[src/rtl/dshot_frame_and_telemetry_tracker_assert.svh]
// Assertion macros shared by the tracker RTL.
// Each macro expects clk_i and rst_ni to be visible where it is used.
`ifndef DSHOT_FRAME_AND_TELEMETRY_TRACKER_ASSERT_SVH
`define DSHOT_FRAME_AND_TELEMETRY_TRACKER_ASSERT_SVH

// The consequent must hold in the same cycle as the antecedent.
`define DFTT_ASSERT_SAME(label, ante, cons) \
  label: assert property (@(posedge clk_i) disable iff (!rst_ni) (ante) |-> (cons)) \
    else $error("tracker assertion failed");

// The consequent must hold in the cycle after the antecedent.
`define DFTT_ASSERT_NEXT(label, ante, cons) \
  label: assert property (@(posedge clk_i) disable iff (!rst_ni) (ante) |=> (cons)) \
    else $error("tracker assertion failed");

`endif

[src/rtl/dftt_pkg.sv]
`default_nettype none

package dftt_pkg;

  // The channel field is three bits wide, so at most eight channels can be addressed.
  localparam int unsigned ChannelW        = 3;
  localparam int unsigned AddrChannels    = 1 << ChannelW;
  localparam int unsigned ChannelsDefault = 8;

  localparam int unsigned ThrottleW = 11;
  localparam int unsigned PacketW   = 32;
  localparam int unsigned LineW     = 16;
  localparam int unsigned PeriodW   = 16;
  localparam int unsigned MissedW   = 8;

  localparam logic [MissedW-1:0] MaxMissedReset = 8'd10;

  localparam int unsigned InDataW  = 48;
  localparam int unsigned OutDataW = 48;

  typedef enum logic {
    CmdTransmit  = 1'b0,
    CmdTelemetry = 1'b1
  } cmd_e;

  // Result of one GCR symbol lookup: bad marks a code with no meaning.
  typedef struct packed {
    logic       bad;
    logic [3:0] nibble;
  } gcr_sym_t;

  function automatic gcr_sym_t gcr_symbol(input logic [4:0] code);
    gcr_sym_t s;
    s.bad = 1'b0;
    case (code)
      5'h09: s.nibble = 4'h9;
      5'h0A: s.nibble = 4'hA;
      5'h0B: s.nibble = 4'hB;
      5'h0D: s.nibble = 4'hD;
      5'h0E: s.nibble = 4'hE;
      5'h0F: s.nibble = 4'hF;
      5'h12: s.nibble = 4'h2;
      5'h13: s.nibble = 4'h3;
      5'h15: s.nibble = 4'h5;
      5'h16: s.nibble = 4'h6;
      5'h17: s.nibble = 4'h7;
      5'h19: s.nibble = 4'h0;
      5'h1A: s.nibble = 4'h8;
      5'h1B: s.nibble = 4'h1;
      5'h1D: s.nibble = 4'h4;
      5'h1E: s.nibble = 4'hC;
      default: begin
        s.bad    = 1'b1;
        s.nibble = 4'h0;
      end
    endcase
    return s;
  endfunction

  // Inverted XOR of the three nibbles of a 12-bit value.
  function automatic logic [3:0] nibble_crc(input logic [11:0] w);
    return ~(w[3:0] ^ w[7:4] ^ w[11:8]);
  endfunction

endpackage

`default_nettype wire

[src/rtl/dshot_frame_and_telemetry_tracker.sv]
`default_nettype none

`include "dshot_frame_and_telemetry_tracker_assert.svh"

// DShot frame builder and per-channel telemetry tracker. Every transfer on the
// input stream yields exactly one transfer on the output stream. A transmit item
// (tuser = 0) returns the inverted 16-bit frame (throttle, request bit, inverted
// XOR CRC) and advances the channel's missed count, or clears its valid flag
// once the count has reached max_missed. A telemetry item (tuser = 1) GCR
// decodes the packet, whose low 21 bits carry the four transition-coded symbols
// and which must be non-zero as a whole; a good decode stores the period
// (mantissa shifted by exponent), sets valid and clears the missed count, while
// a zero packet or a bad code or CRC leaves the channel alone. Each result
// reports the channel's state after the item; a channel number at or beyond
// CHANNELS touches no state and reports zeros in the state fields. The block
// has an input register and a result register with all decoding and the
// per-channel read-modify-write combinational between them, so it takes one
// item per clock while the output is not stalled; an item moves from the input
// register into the result register once that is free, and is then offered on
// the output. The per-channel state sits in flip-flops that reset clears at
// once, so no clearing pass follows reset. max_missed is written through the
// configuration channel, which is always ready; it should only be changed while
// the block is idle.
module dshot_frame_and_telemetry_tracker #(
  parameter int unsigned CHANNELS = dftt_pkg::ChannelsDefault
) (
  input  wire logic                            clk_i,
  input  wire logic                            rst_ni,
  // Configuration channel: max_missed.
  input  wire logic                            cfg_valid_i,
  output logic                                 cfg_ready_o,
  input  wire logic [dftt_pkg::MissedW-1:0]    cfg_data_i,
  // Input stream.
  input  wire logic                            s_axis_tvalid,
  output logic                                 s_axis_tready,
  // From bit 0: channel[2:0], throttle[13:3], telem_req[14],
  // packet[46:15], zero[47].
  input  wire logic [dftt_pkg::InDataW-1:0]    s_axis_tdata,
  // cmd: 0 = transmit, 1 = telemetry packet.
  input  wire logic                            s_axis_tuser,
  // Output stream.
  output logic                                 m_axis_tvalid,
  input  wire logic                            m_axis_tready,
  // From bit 0: line_word[15:0], decode_ok[16], period[32:17],
  // telem_valid[33], miss_count[41:34], zero[47:42].
  output logic [dftt_pkg::OutDataW-1:0]        m_axis_tdata
);
  import dftt_pkg::*;

  // Only the first eight channels can ever be addressed.
  localparam int unsigned Depth = (CHANNELS < AddrChannels) ? CHANNELS : AddrChannels;
  localparam int unsigned IdxW  = (Depth > 1) ? $clog2(Depth) : 1;

  // Configuration register.
  logic [MissedW-1:0] max_missed_q;

  // Input register.
  logic                 in_valid_q;
  cmd_e                 cmd_q;
  logic [ChannelW-1:0]  chan_q;
  logic [ThrottleW-1:0] throttle_q;
  logic                 req_q;
  logic [PacketW-1:0]   packet_q;

  // Result register.
  logic                out_valid_q;
  logic [OutDataW-1:0] out_data_q;
  logic [OutDataW-1:0] out_data_d;

  // Per-channel state.
  logic [PeriodW-1:0] period_q [Depth];
  logic [Depth-1:0]   valid_q;
  logic [MissedW-1:0] missed_q [Depth];

  logic in_fire;
  logic out_free;
  logic advance;

  assign cfg_ready_o   = 1'b1;
  assign out_free      = !out_valid_q || m_axis_tready;
  assign advance       = in_valid_q && out_free;
  assign s_axis_tready = !in_valid_q || advance;
  assign in_fire       = s_axis_tvalid && s_axis_tready;
  assign m_axis_tvalid = out_valid_q;
  assign m_axis_tdata  = out_data_q;

  always_ff @(posedge clk_i or negedge rst_ni) begin
    if (!rst_ni) begin
      max_missed_q <= MaxMissedReset;
    end else if (cfg_valid_i && cfg_ready_o) begin
      max_missed_q <= cfg_data_i;
    end
  end

  // Input register: takes a new item while empty or whenever the current one moves on.
  always_ff @(posedge clk_i or negedge rst_ni) begin
    if (!rst_ni) begin
      in_valid_q <= 1'b0;
    end else if (s_axis_tready) begin
      in_valid_q <= s_axis_tvalid;
    end
  end

  always_ff @(posedge clk_i) begin
    if (in_fire) begin
      cmd_q      <= cmd_e'(s_axis_tuser);
      chan_q     <= s_axis_tdata[2:0];
      throttle_q <= s_axis_tdata[13:3];
      req_q      <= s_axis_tdata[14];
      packet_q   <= s_axis_tdata[46:15];
    end
  end

  // Frame build for a transmit item.
  logic [11:0]      frame_data;
  logic [LineW-1:0] line_word;

  assign frame_data = {throttle_q, req_q};
  assign line_word  = ~{frame_data, nibble_crc(frame_data)};

  // Telemetry decode: undo the line's transition coding, then the 5-to-4 GCR map.
  logic [19:0]        gcr;
  gcr_sym_t           sym_crc;
  gcr_sym_t           sym_lo;
  gcr_sym_t           sym_mid;
  gcr_sym_t           sym_hi;
  logic               dec_ok;
  logic [PeriodW-1:0] dec_period;

  assign gcr     = packet_q[19:0] ^ packet_q[20:1];
  assign sym_crc = gcr_symbol(gcr[4:0]);
  assign sym_lo  = gcr_symbol(gcr[9:5]);
  assign sym_mid = gcr_symbol(gcr[14:10]);
  assign sym_hi  = gcr_symbol(gcr[19:15]);

  assign dec_ok = (packet_q != '0)
               && !sym_crc.bad && !sym_lo.bad && !sym_mid.bad && !sym_hi.bad
               && (nibble_crc({sym_hi.nibble, sym_mid.nibble, sym_lo.nibble})
                   == sym_crc.nibble);

  // Nine-bit mantissa shifted left by the three-bit exponent; never overflows.
  assign dec_period = PeriodW'({sym_hi.nibble[0], sym_mid.nibble, sym_lo.nibble})
                      << sym_hi.nibble[3:1];

  // Per-channel read-modify-write.
  logic               in_range;
  logic [IdxW-1:0]    idx;
  logic [PeriodW-1:0] cur_period;
  logic               cur_valid;
  logic [MissedW-1:0] cur_missed;
  logic [PeriodW-1:0] new_period;
  logic               new_valid;
  logic [MissedW-1:0] new_missed;
  logic               is_tx;
  logic               tel_ok;

  assign in_range   = (32'(chan_q) < 32'(CHANNELS));
  assign idx        = IdxW'(chan_q);
  assign cur_period = in_range ? period_q[idx] : '0;
  assign cur_valid  = in_range ? valid_q[idx] : 1'b0;
  assign cur_missed = in_range ? missed_q[idx] : '0;
  assign is_tx      = (cmd_q == CmdTransmit);
  assign tel_ok     = (cmd_q == CmdTelemetry) && dec_ok;

  always_comb begin
    new_period = cur_period;
    new_valid  = cur_valid;
    new_missed = cur_missed;
    if (is_tx) begin
      if (cur_missed < max_missed_q) begin
        new_missed = cur_missed + MissedW'(1);
      end else begin
        new_valid = 1'b0;
      end
    end else if (tel_ok) begin
      new_period = dec_period;
      new_valid  = 1'b1;
      new_missed = '0;
    end
  end

  always_ff @(posedge clk_i or negedge rst_ni) begin
    if (!rst_ni) begin
      valid_q <= '0;
      for (int i = 0; i < Depth; i++) begin
        period_q[i] <= '0;
        missed_q[i] <= '0;
      end
    end else if (advance && in_range) begin
      period_q[idx] <= new_period;
      valid_q[idx]  <= new_valid;
      missed_q[idx] <= new_missed;
    end
  end

  // Result register. Out-of-range channels report zeros in the state fields,
  // which the selects below force; the zeroed reads alone would not give them.
  assign out_data_d = {6'd0,
                       in_range ? new_missed : MissedW'(0),
                       in_range ? new_valid : 1'b0,
                       in_range ? new_period : PeriodW'(0),
                       tel_ok,
                       is_tx ? line_word : LineW'(0)};

  always_ff @(posedge clk_i or negedge rst_ni) begin
    if (!rst_ni) begin
      out_valid_q <= 1'b0;
    end else if (out_free) begin
      out_valid_q <= in_valid_q;
    end
  end

  always_ff @(posedge clk_i) begin
    if (advance) begin
      out_data_q <= out_data_d;
    end
  end

  // A held input item stays put while the result register is blocked.
  `DFTT_ASSERT_NEXT(a_in_held, in_valid_q && !out_free, in_valid_q)
  // The input side only refuses a transfer while it holds an item.
  `DFTT_ASSERT_SAME(a_ready_when_empty, !s_axis_tready, in_valid_q)
  // A good decode on a real channel reports a cleared missed count and valid set.
  `DFTT_ASSERT_NEXT(a_good_decode, advance && tel_ok && in_range,
                    m_axis_tdata[41:34] == '0 && m_axis_tdata[33])
  // A transmit never reports a decode.
  `DFTT_ASSERT_NEXT(a_tx_no_decode, advance && is_tx, !m_axis_tdata[16])

endmodule

`default_nettype wire

[config.mk]
export PLATFORM = sky130hd
export DESIGN_NAME = dshot_frame_and_telemetry_tracker
export DESIGN_NICKNAME = d
export VERILOG_FILES = /design/src/rtl/dftt_pkg.sv /design/src/rtl/dshot_frame_and_telemetry_tracker.sv
export VERILOG_INCLUDE_DIRS = /design/src /design/src/rtl
export SDC_FILE = /design/constraint.sdc
export NUM_CORES = 1
export LEC_CHECK = 0
export ABC_AREA = 1
export BUFFER_PORTS_ARGS = -buffer_cell sky130_fd_sc_hd__buf_2
export CORE_MARGIN = 2
export CORE_UTILIZATION = 61
export CTS_CLUSTER_SIZE = 10
export DETAILED_ROUTE_END_ITERATION = 8
export PLACE_DENSITY = 0.81
export SLEW_MARGIN = 20
export SYNTH_ARGS = -nofsm -noshare
export SYNTH_HDL_FRONTEND = slang
export SYNTH_SLANG_ARGS = --single-unit
[constraint.sdc]
create_clock -name clk_i -period 4.3 [get_ports clk_i]
set_input_delay 0.215 -clock clk_i [delete_from_list [all_inputs] [get_ports clk_i]]
set_output_delay 0.215 -clock clk_i [all_outputs]
set_load 0.03 [all_outputs]
==> impl_results.md, run 1 <==
* Critical path endpoint category: register
* Status: complete, no violations
* RSZ-0062 raised after global routing: false
* CP Launch Type: register
* Max-capacitance violation count at 0
* Crit path kind: register to register
* Final WL at 40.8 mm
* Share of cells above drive strength 1 at 0.128
* Yosys cell types at 52
* Core Box Area at 24,200 sq um
* Initial antenna violation count at 0
* Final setup fails at 0
* Dpl cell area at 15,700 sq um
* Row Count at 57
* Worst-path clk slew at 60 ps
* Most used flip-flop cell after synthesis: dfrtp_1
* Pin count of the biggest net entering global routing at 126
* Die Ht at 160 um
* Fraction of registers with async set or reset after synthesis at 0.700
* Power Density at 460 nW/um^2
* Crit-path cells: inv_1, nand3_1, inv_1, a22o_1, inv_1, nand4_1, ha_1, a21o_1, a221oi_1, nand2_1, nor2_2, nand3_1, or2_2, nand2_2, nand2_1, nand2_1
* Number of antenna diodes at 0
* CTS buffer count at 36
* I/O Buffers at 104
* Final nets at 2,046
* Data required time of the worst path at 4750 ps
* Congestion Overflow GR at 0
* Routed len/inst at 17.7 um
* Via density at 5.76
* Tot Pwr at 8000 uW
* DR DRC count at 0
* Final Max Tran Viols at 0
* Synthesis-to-finish area growth at 16.7%
* CTS tree: built
* CP Data Arrival Time at 4360 ps
* Max Clock Skew at 23.8 ps
* Worst r2r path cells at 16
* Min Tclk post-route at 3910 ps
* Post-synth EDFFs at 90
* Worst skew pair latency at 530 ps
* Leak Pwr at 0.00891 uW
* CTS Buffer Depth at 3
* Period utilization at 0.909
* Antenna viol nets, final at 0
* Max Freq at 256 MHz
* Crit-path max FO at 10
* DIE WIDTH at 160 um
* Slew @ Worst Pin at 1180 ps
* Via count at 13,307
* Sequential area share after synthesis at 0.534
* First-pass GRT wire length at 65.6 mm
* Die ar. at 25,700 sq um
* Clk root buf: clkbuf_16
* Final Cell Area at 17,400 sq um
* IO Pins at 113
* Syn avg cell area at 8.24 sq um
* Iteration-0 DRC count of the detailed router at 1,393
* Relative slew slack at 0.212
* Crit-path slowest cell: inv_1
* Starting Density at 0.617
* Peak VDD IR at 0.000389 V
* Slowest stage delay, CP at 500 ps
* Synthesized area at 14,900 sq um
* Routability congestion estimate at 0.917
* Number of global-route vias before repair at 12,751
* Final hold viol count at 0
* H-tree depth at 2
* FF+latch count, synth at 300
* Yosys Warn Count at 0
* Hold path depth at 3
* Post-DP HPWL at 24.1 mm
* Num Clock Sinks at 300
* Worst hold path type: input port to register
* GRT Overall Usage at 0.321
* Sum Neg Setup Slack at 0 ps
* Cell count after synthesis at 1,810
* First-pass DRT Iterations at 5
registers in the layout (all words and copies together) (netlist names):
| name | count |
|---|---|
| m_axis_tdata | 42 |
| throttle_q | 11 |
| in_valid_q | 1 |
| m_axis_tvalid | 1 |
| chan_q | 3 |
| missed_q | 64 |
| cmd_q | 1 |
| packet_q | 32 |
| period_q | 128 |
| max_missed_q | 8 |
| req_q | 1 |
| valid_q | 8 |
layout make-up:
class                   instances  area (sq um)
fillers                      1755          6790
clock inverters                 2          46.3
inverters                     148           556
multi-input cells            1295          6090
well taps                     324           405
flip-flops and latches        300          7960
repair buffers                185          1300
clock buffers                  58          1040
cell families after synthesis:
logic type	synth area share
compound gates	0.0770
other cells	0.000504
buf+inv	0.0603
fa+ha+maj	0.0151
mux	0.000755
simple gates	0.310
xor+xnor	0.00235
flops	0.534
stage by stage:
step	cells	setup slack, ps	utilization	hold slack (ps)
5_1_grt	2312	204	0.719	56.6
6_report	2312	392	0.719	20.6
3_5_place_dp	2192	536	0.650	393
2_1_floorplan	1815	1280	-	-80.6
3_3_place_gp	2192	611	0.650	391
4_1_cts	2312	515	0.719	2.23
report_power, final:
group          switching (uW)  internal [uW]  leakage (uW)
clock network            1170           1650      0.000516
registers                 189           3380       0.00371
logic                    1110            497       0.00468
total                    2470           5530       0.00891
critical path: cells and delay by family, from the launching register on:
kind	cells	cell delay, ps
AO/OA/AOI/OAI	3	650
adder cells (fa/ha/maj)	1	280
flip-flops	1	470
AND/OR/NAND/NOR	9	1670
buffers and inverters	3	770
placed cells by master, fill, tap and decap left out, types with 4 or more instances in the layout:
cell / netlist / routed
o22ai_1: 8 / 8
o2111ai_1: 7 / 7
nor2_1: 80 / 72
dfrtp_1: 208 / 208
o211ai_1: 5 / 5
ha_1: 18 / 18
dlygate4sd3_1: 0 / 60
o21ai_4: 8 / 8
nand3_1: 162 / 162
nand4_1: 16 / 16
a22o_1: 12 / 12
o21ai_0: 48 / 48
and2_1: 8 / 8
buf_2: 10 / 103
inv_2: 24 / 26
o21ai_1: 4 / 4
nand3_2: 4 / 4
clkbuf_1: 44 / 19
nand2_2: 24 / 24
clkbuf_16: 0 / 38
a221oi_1: 20 / 20
edfxtp_1: 90 / 90
buf_4: 9 / 20
conb_1: 2 / 7
nor2_2: 4 / 12
a22oi_1: 25 / 25
nand2_1: 783 / 783
inv_1: 123 / 120
a21oi_1: 15 / 15
xor2_1: 4 / 4
nand3b_1: 8 / 8
per-layer routing:
layer | global-route usage | up-vias | wire, um
li1 | - | 6165 | -
met1 | 0.433 | 6198 | 15500
met2 | 0.527 | 808 | 19400
met3 | 0.0563 | 136 | 4490
met4 | 0.121 | 0 | 1430
met5 | 0 | - | 0
synth_stat cells (all sizes together) (12+ instances only):
library cell  instances  area [sq um]
inv                 147           552
clkbuf               44           165
edfxtp               90          2700
nand2               809          3120
buf                  28           178
o21ai                61           399
ha                   18           225
a22o                 12           105
dfrtp               208          5200
nor2                 87           368
nand4                16           100
nand3               166           851
a21oi                17          92.6
a221oi               20           175
a22oi                25           188
timing repair:
action / CTS / global route
hold buffers: 60 / 0
endpoints found under the setup margin: 0 / 0
resized for setup: 0 / 0
buffers inserted: 0 / 0
endpoints found under the hold margin: 180 / 0
final timing paths:
path	start	end	slack, ps
setup reg to reg	chan_q[2]	missed_q[31]	390
hold / removal	cfg_valid_i	max_missed_q[3]	20
max in group asynchronous	rst_ni	period_q[27]	2830
min in group asynchronous	rst_ni	missed_q[42]	450
hold reg to reg	period_q[32]	period_q[32]	480
setup / recovery	chan_q[2]	missed_q[31]	390
No activity file was read; power rests on OpenSTA's default activity.
==> inputs of run 2 (changes only) <==
CAP_MARGIN = 15   (was default)
CORE_UTILIZATION = 57   (was 61)
CTS_BUF_LIST = sky130_fd_sc_hd__clkbuf_8   (was default)
PLACE_DENSITY = 0.79   (was 0.81)
clock period = 3.36 ns   (was 4.3 ns; I/O delays follow)
==> impl_results.md, run 2 (synthesis gave the netlist of run 1 again) <==
* Register area at 7960 sq um
* Most frequent cells in the layout: nand2_1, dfrtp_1, nand3_1
* Reg2reg setup slack at 40 ps
* Placed cells at 2,248
* I/O Buffers at 104
* First-pass GRT wire length at 68.5 mm
* GRT Overall Usage at 0.309
* RSZ-0062 raised after global routing: true
* CTS Buffer Depth at 3
* Leak Pwr at 0.00939 uW
* Number of antenna diodes at 0
* Final nets at 2,139
* Crit path kind: register to register
* Routed len/inst at 17.8 um
* Register name with the most flops: period_q
* Sw Share at 0.320
* Number of global-route vias before repair at 13,519
* Peak VDD IR at 0.000439 V
* Synthesis-to-finish area growth at 21.0%
* Post-DP HPWL at 25.7 mm
* H-tree depth at 2
* First-pass DRT Iterations at 6
* Worst r2r path cells at 17
* Iteration-0 DRC count of the detailed router at 1,557
* Power share of the clock group at 0.320
* Core Box Area at 25,800 sq um
* Register share of total power at 0.458
* Final hold viol count at 0
* Slew @ Worst Pin at 1110 ps
* Final setup margin at 42.4 ps
* DIE WIDTH at 166 um
* Critical path endpoint category: register
* Max reg flops at 128
* Relative slew slack at 0.261
* Via count at 13,795
* Crit-path max FO at 7
* Routability congestion estimate at 0.910
* Period utilization at 0.987
* CTS tree: built
* Max-capacitance violation count at 0
* Power Density at 552 nW/um^2
* Final setup fails at 0
* Max Clock Skew at 31.0 ps
* CTS buffer count at 50
* Dpl cell area at 16,100 sq um
* CP Data Arrival Time at 3830 ps
* Row Count at 59
* Final Cell Area at 18,000 sq um
* Pint at 6770 uW
* Worst hold path type: input port to register
* Startpoint of the worst hold path: cfg_valid_i
* Setup WS pre-CTS at -106 ps
* Antenna viol nets, final at 0
* Final Max Tran Viols at 0
* Sum Neg Setup Slack at 0 ps
* Status: complete, no violations
* # fillers at 1,989
* Footprint of the multi-input gates at 6190 sq um
* Die Ht at 166 um
* Starting Density at 0.577
* IO Pins at 113
* Via density at 5.66
* Congestion Overflow GR at 0
* Clk root buf: clkbuf_8
* Worst hold margin at 56.6 ps
* Data required time of the worst path at 3870 ps
* Max Freq at 301 MHz
* Critical R2R Capture: missed_q[46]
* Hold Path End: max_missed_q[0]
* Final Non-Filler Cells at 2,436
* Psw at 3180 uW
* Worst-path clk slew at 60 ps
* Pin count of the biggest net entering global routing at 107
* Final WL at 43.5 mm
* Commonest non-fill, non-tap cell in the layout: nand2_1
* Die ar. at 27,500 sq um
* CP Launch Type: register
* Hold path depth at 2
* Worst skew pair latency at 580 ps
* R2r startpoint: chan_q[1]
* Num Clock Sinks at 300
* DR DRC count at 0
* Min Tclk post-route at 3320 ps
* Gate power share at 0.222
* Share of cells above drive strength 1 at 0.167
* Initial antenna violation count at 0
==> run 2: how the worst max path moves through the flow <==
stage          startpoint           end  slack, ps  cells past startpoint
4_1_cts         chan_q[2]  missed_q[62]         20                     17
3_3_place_gp    chan_q[2]  missed_q[46]         30                     17
2_1_floorplan   chan_q[0]  missed_q[23]        340                     18
3_5_place_dp    chan_q[2]  missed_q[62]       -110                     17
6_report        chan_q[1]  missed_q[46]         40                     17
5_1_grt         chan_q[0]  missed_q[46]       -100                     20
==> run 2: power groups by stage <==
stage	clock network, uW	registers [uW]	logic (uW)
2_1_floorplan	0	4720	1280
3_3_place_gp	0	4590	1970
3_5_place_dp	0	4600	2030
4_1_cts	3230	4550	2110
5_1_grt	3390	4600	2450
6_report	3180	4560	2210
==> run 2: area by class of cell <==
type                    count  area share
multi-input cells        1300       0.343
well taps                 335      0.0232
clock buffers              61      0.0465
clock inverters            33     0.00908
repair buffers            259       0.106
inverters                 148      0.0311
flip-flops and latches    300       0.441
==> run 2: per-layer routing <==
| layer | up-vias | wire length, um | share of wire | global-route usage |
|---|---|---|---|---|
| met4 | 0 | 1440 | 0.033 | 0.117 |
| met3 | 129 | 4570 | 0.11 | 0.0705 |
| li1 | 6385 | - | - | - |
| met2 | 768 | 20600 | 0.47 | 0.509 |
| met1 | 6513 | 16900 | 0.39 | 0.403 |
| met5 | - | 0 | 0 | 0 |
==> run 2: critical path, cell delays in order (launching register included) <==
cell	delay (ps)
edfxtp_1	440
buf_4	190
nand3_1	120
inv_1	190
a221oi_1	310
nand2_1	180
ha_1	310
nand2_1	80
inv_1	50
a221oi_1	260
nand2_1	150
nor2_4	220
buf_4	150
nand3_2	80
or2_4	270
nand2_2	110
nand2_1	60
nand2_1	60
==> run 2: stage by stage <==
stage,utilization,total power (uW)
after floorplan,-,6000
after global placement,0.622,6560
after detailed placement,0.622,6630
after CTS,0.690,9880
after global routing,0.698,10400
final,0.698,9950
==> run 2: timing repair <==
action / CTS / global route
pin swaps: 0 / 13
endpoints found under the setup margin: 33 / 190
setup buffers: 0 / 14
gates cloned: 0 / 5
resized for setup: 2 / 22
hold buffers: 75 / 0
endpoints found under the hold margin: 157 / 0
==> inputs of run 3 (changes only) <==
MAX_ROUTING_LAYER = met4   (was default)
==> impl_results.md, run 3 (synthesis gave the netlist of run 1 again) <==
* Antenna viol nets, final at 0
* Clk root buf: clkbuf_8
* Die ar. at 27,500 sq um
* Final setup fails at 17
* First-pass GRT wire length at 70.1 mm
* Min Tclk post-route at 3470 ps
* Max-capacitance violation count at 0
* Congestion Overflow GR at 0
* DIE WIDTH at 166 um
* RSZ-0062 raised after global routing: true
* Final nets at 2,157
* Peak VDD IR at 0.000643 V
* GRT Overall Usage at 0.329
* Final Max Tran Viols at 0
* Worst-path clk slew at 60 ps
* Critical R2R Capture: missed_q[41]
* Top Metal Used: met4
* Post-DP HPWL at 25.9 mm
* Iteration-0 DRC count of the detailed router at 1,623
* Tot Pwr at 10,200 uW
* CTS Buffer Depth at 3
* Critical path endpoint category: register
* Status: finished with violations
* DR WL met2 at 21.8 mm
* Share of cells above drive strength 1 at 0.186
* Worst skew pair latency at 600 ps
* Crit path kind: register to register
* CTS buffer count at 50
* Final WL at 45.4 mm
* Max reg flops at 128
* Met1 wire length at 16.7 mm
* CP Data Arrival Time at 3950 ps
* Met3 WL at 4.95 mm
* Register name with the most flops: period_q
* # fillers at 1,893
* Worst r2r path cells at 22
* Die Ht at 166 um
* Reg2reg setup slack at -110 ps
* Pin count of the biggest net entering global routing at 99
* Crit-path max FO at 7
* IO Pins at 113
* Period utilization at 1.03
* Via count at 14,116
* Num Clock Sinks at 300
* Commonest non-fill, non-tap cell in the layout: nand2_1
* I/O Buffers at 104
* Power Density at 555 nW/um^2
* Starting Density at 0.577
* Failing checks: negative setup slack
* H-tree depth at 2
* Max Freq at 288 MHz
* Via density at 5.76
* Synthesis-to-finish area growth at 23.2%
* Slew @ Worst Pin at 1210 ps
* Max Clock Skew at 21.1 ps
* Data required time of the worst path at 3840 ps
* R2r startpoint: chan_q[0]
* Final setup margin at -108 ps
* Number of global-route vias before repair at 13,674
* Post-layout util at 0.711
* Sum Neg Setup Slack at -890 ps
* Final hold viol count at 0
* Routed len/inst at 18.5 um
* Row Count at 59
* Leak Pwr at 0.00954 uW
* Core Box Area at 25,800 sq um
* Initial antenna violation count at 0
* Routability congestion estimate at 0.928
* Number of antenna diodes at 0
* DR DRC count at 0
* Most frequent cells in the layout: nand2_1, dfrtp_1, nand3_1
* Relative slew slack at 0.195
* Worst hold path type: input port to async pin
* First-pass DRT Iterations at 6
* CTS tree: built
* CP Launch Type: register
-- run 3: power by group --
part           internal (uW)  switching [uW]  total, uW
clock                   1800            1500       3300
combinational            784            1550       2330
sequential              4330             233       4560
-- run 3: how the worst max path moves through the flow --
stage          startpoint               end  slack (ps)  depth (start not counted)
2_1_floorplan   chan_q[0]      missed_q[23]         340                         18
3_3_place_gp    chan_q[1]      missed_q[46]          50                         20
3_5_place_dp    chan_q[1]       missed_q[6]         -90                         20
4_1_cts         chan_q[1]       missed_q[6]          10                         20
5_1_grt         chan_q[1]  m_axis_tdata[35]        -160                         21
6_report        chan_q[0]      missed_q[41]        -110                         22
-- run 3: layout make-up --
| class | instances | area [sq um] | share of cell area |
|---|---|---|---|
| clock buffer | 61 | 840 | 0.0457 |
| tap | 335 | 419 | 0.0228 |
| sequential | 300 | 7960 | 0.433 |
| multi-input combinational | 1299 | 6290 | 0.342 |
| clock inverter | 30 | 189 | 0.0103 |
| timing repair buffer | 278 | 2110 | 0.115 |
| inverter | 148 | 563 | 0.0306 |
-- run 3: what timing repair did --
action                                  in CTS  in global routing
setup buffers                                0                 31
endpoints found under the setup margin      18                195
gates resized for setup                      2                 56
gates cloned                                 0                  5
hold endpoints to repair                   152                  0
hold buffers                                76                  0
pin swaps                                    0                 22
-- run 3: metrics by stage --
step	hold WS (ps)	worst slack [ps]	cell area [sq um]	cells
6_report	245	-108	18400	2451
2_1_floorplan	-128	336	14900	1815
4_1_cts	247	10.5	17900	2415
3_3_place_gp	322	50.2	16100	2248
3_5_place_dp	319	-87.7	16100	2248
5_1_grt	280	-163	18400	2451
-- run 3: layer usage --
metal / vias to the layer above / GRT usage
met5: - / -
met4: 0 / 0.144
met3: 195 / 0.0624
met2: 912 / 0.530
met1: 6600 / 0.408
li1: 6409 / -
-- run 3: worst max-delay path, stage by stage (launching register included) --
cell and delay [ps]:
edfxtp_1 440, buf_4 170, nand3_2 100, clkinvlp_4 190, buf_12 190, a22o_1 200
inv_1 60, nand4_1 220, ha_1 400, nand2_1 90, inv_1 70, nand2_1 60
nand2_1 70, nand2_1 60, nand2_2 90, nor2_4 70, buf_6 130, buf_6 100
a22oi_2 200, nand2_2 140, clkbuf_16 190, nand2_4 50, nand2_2 60
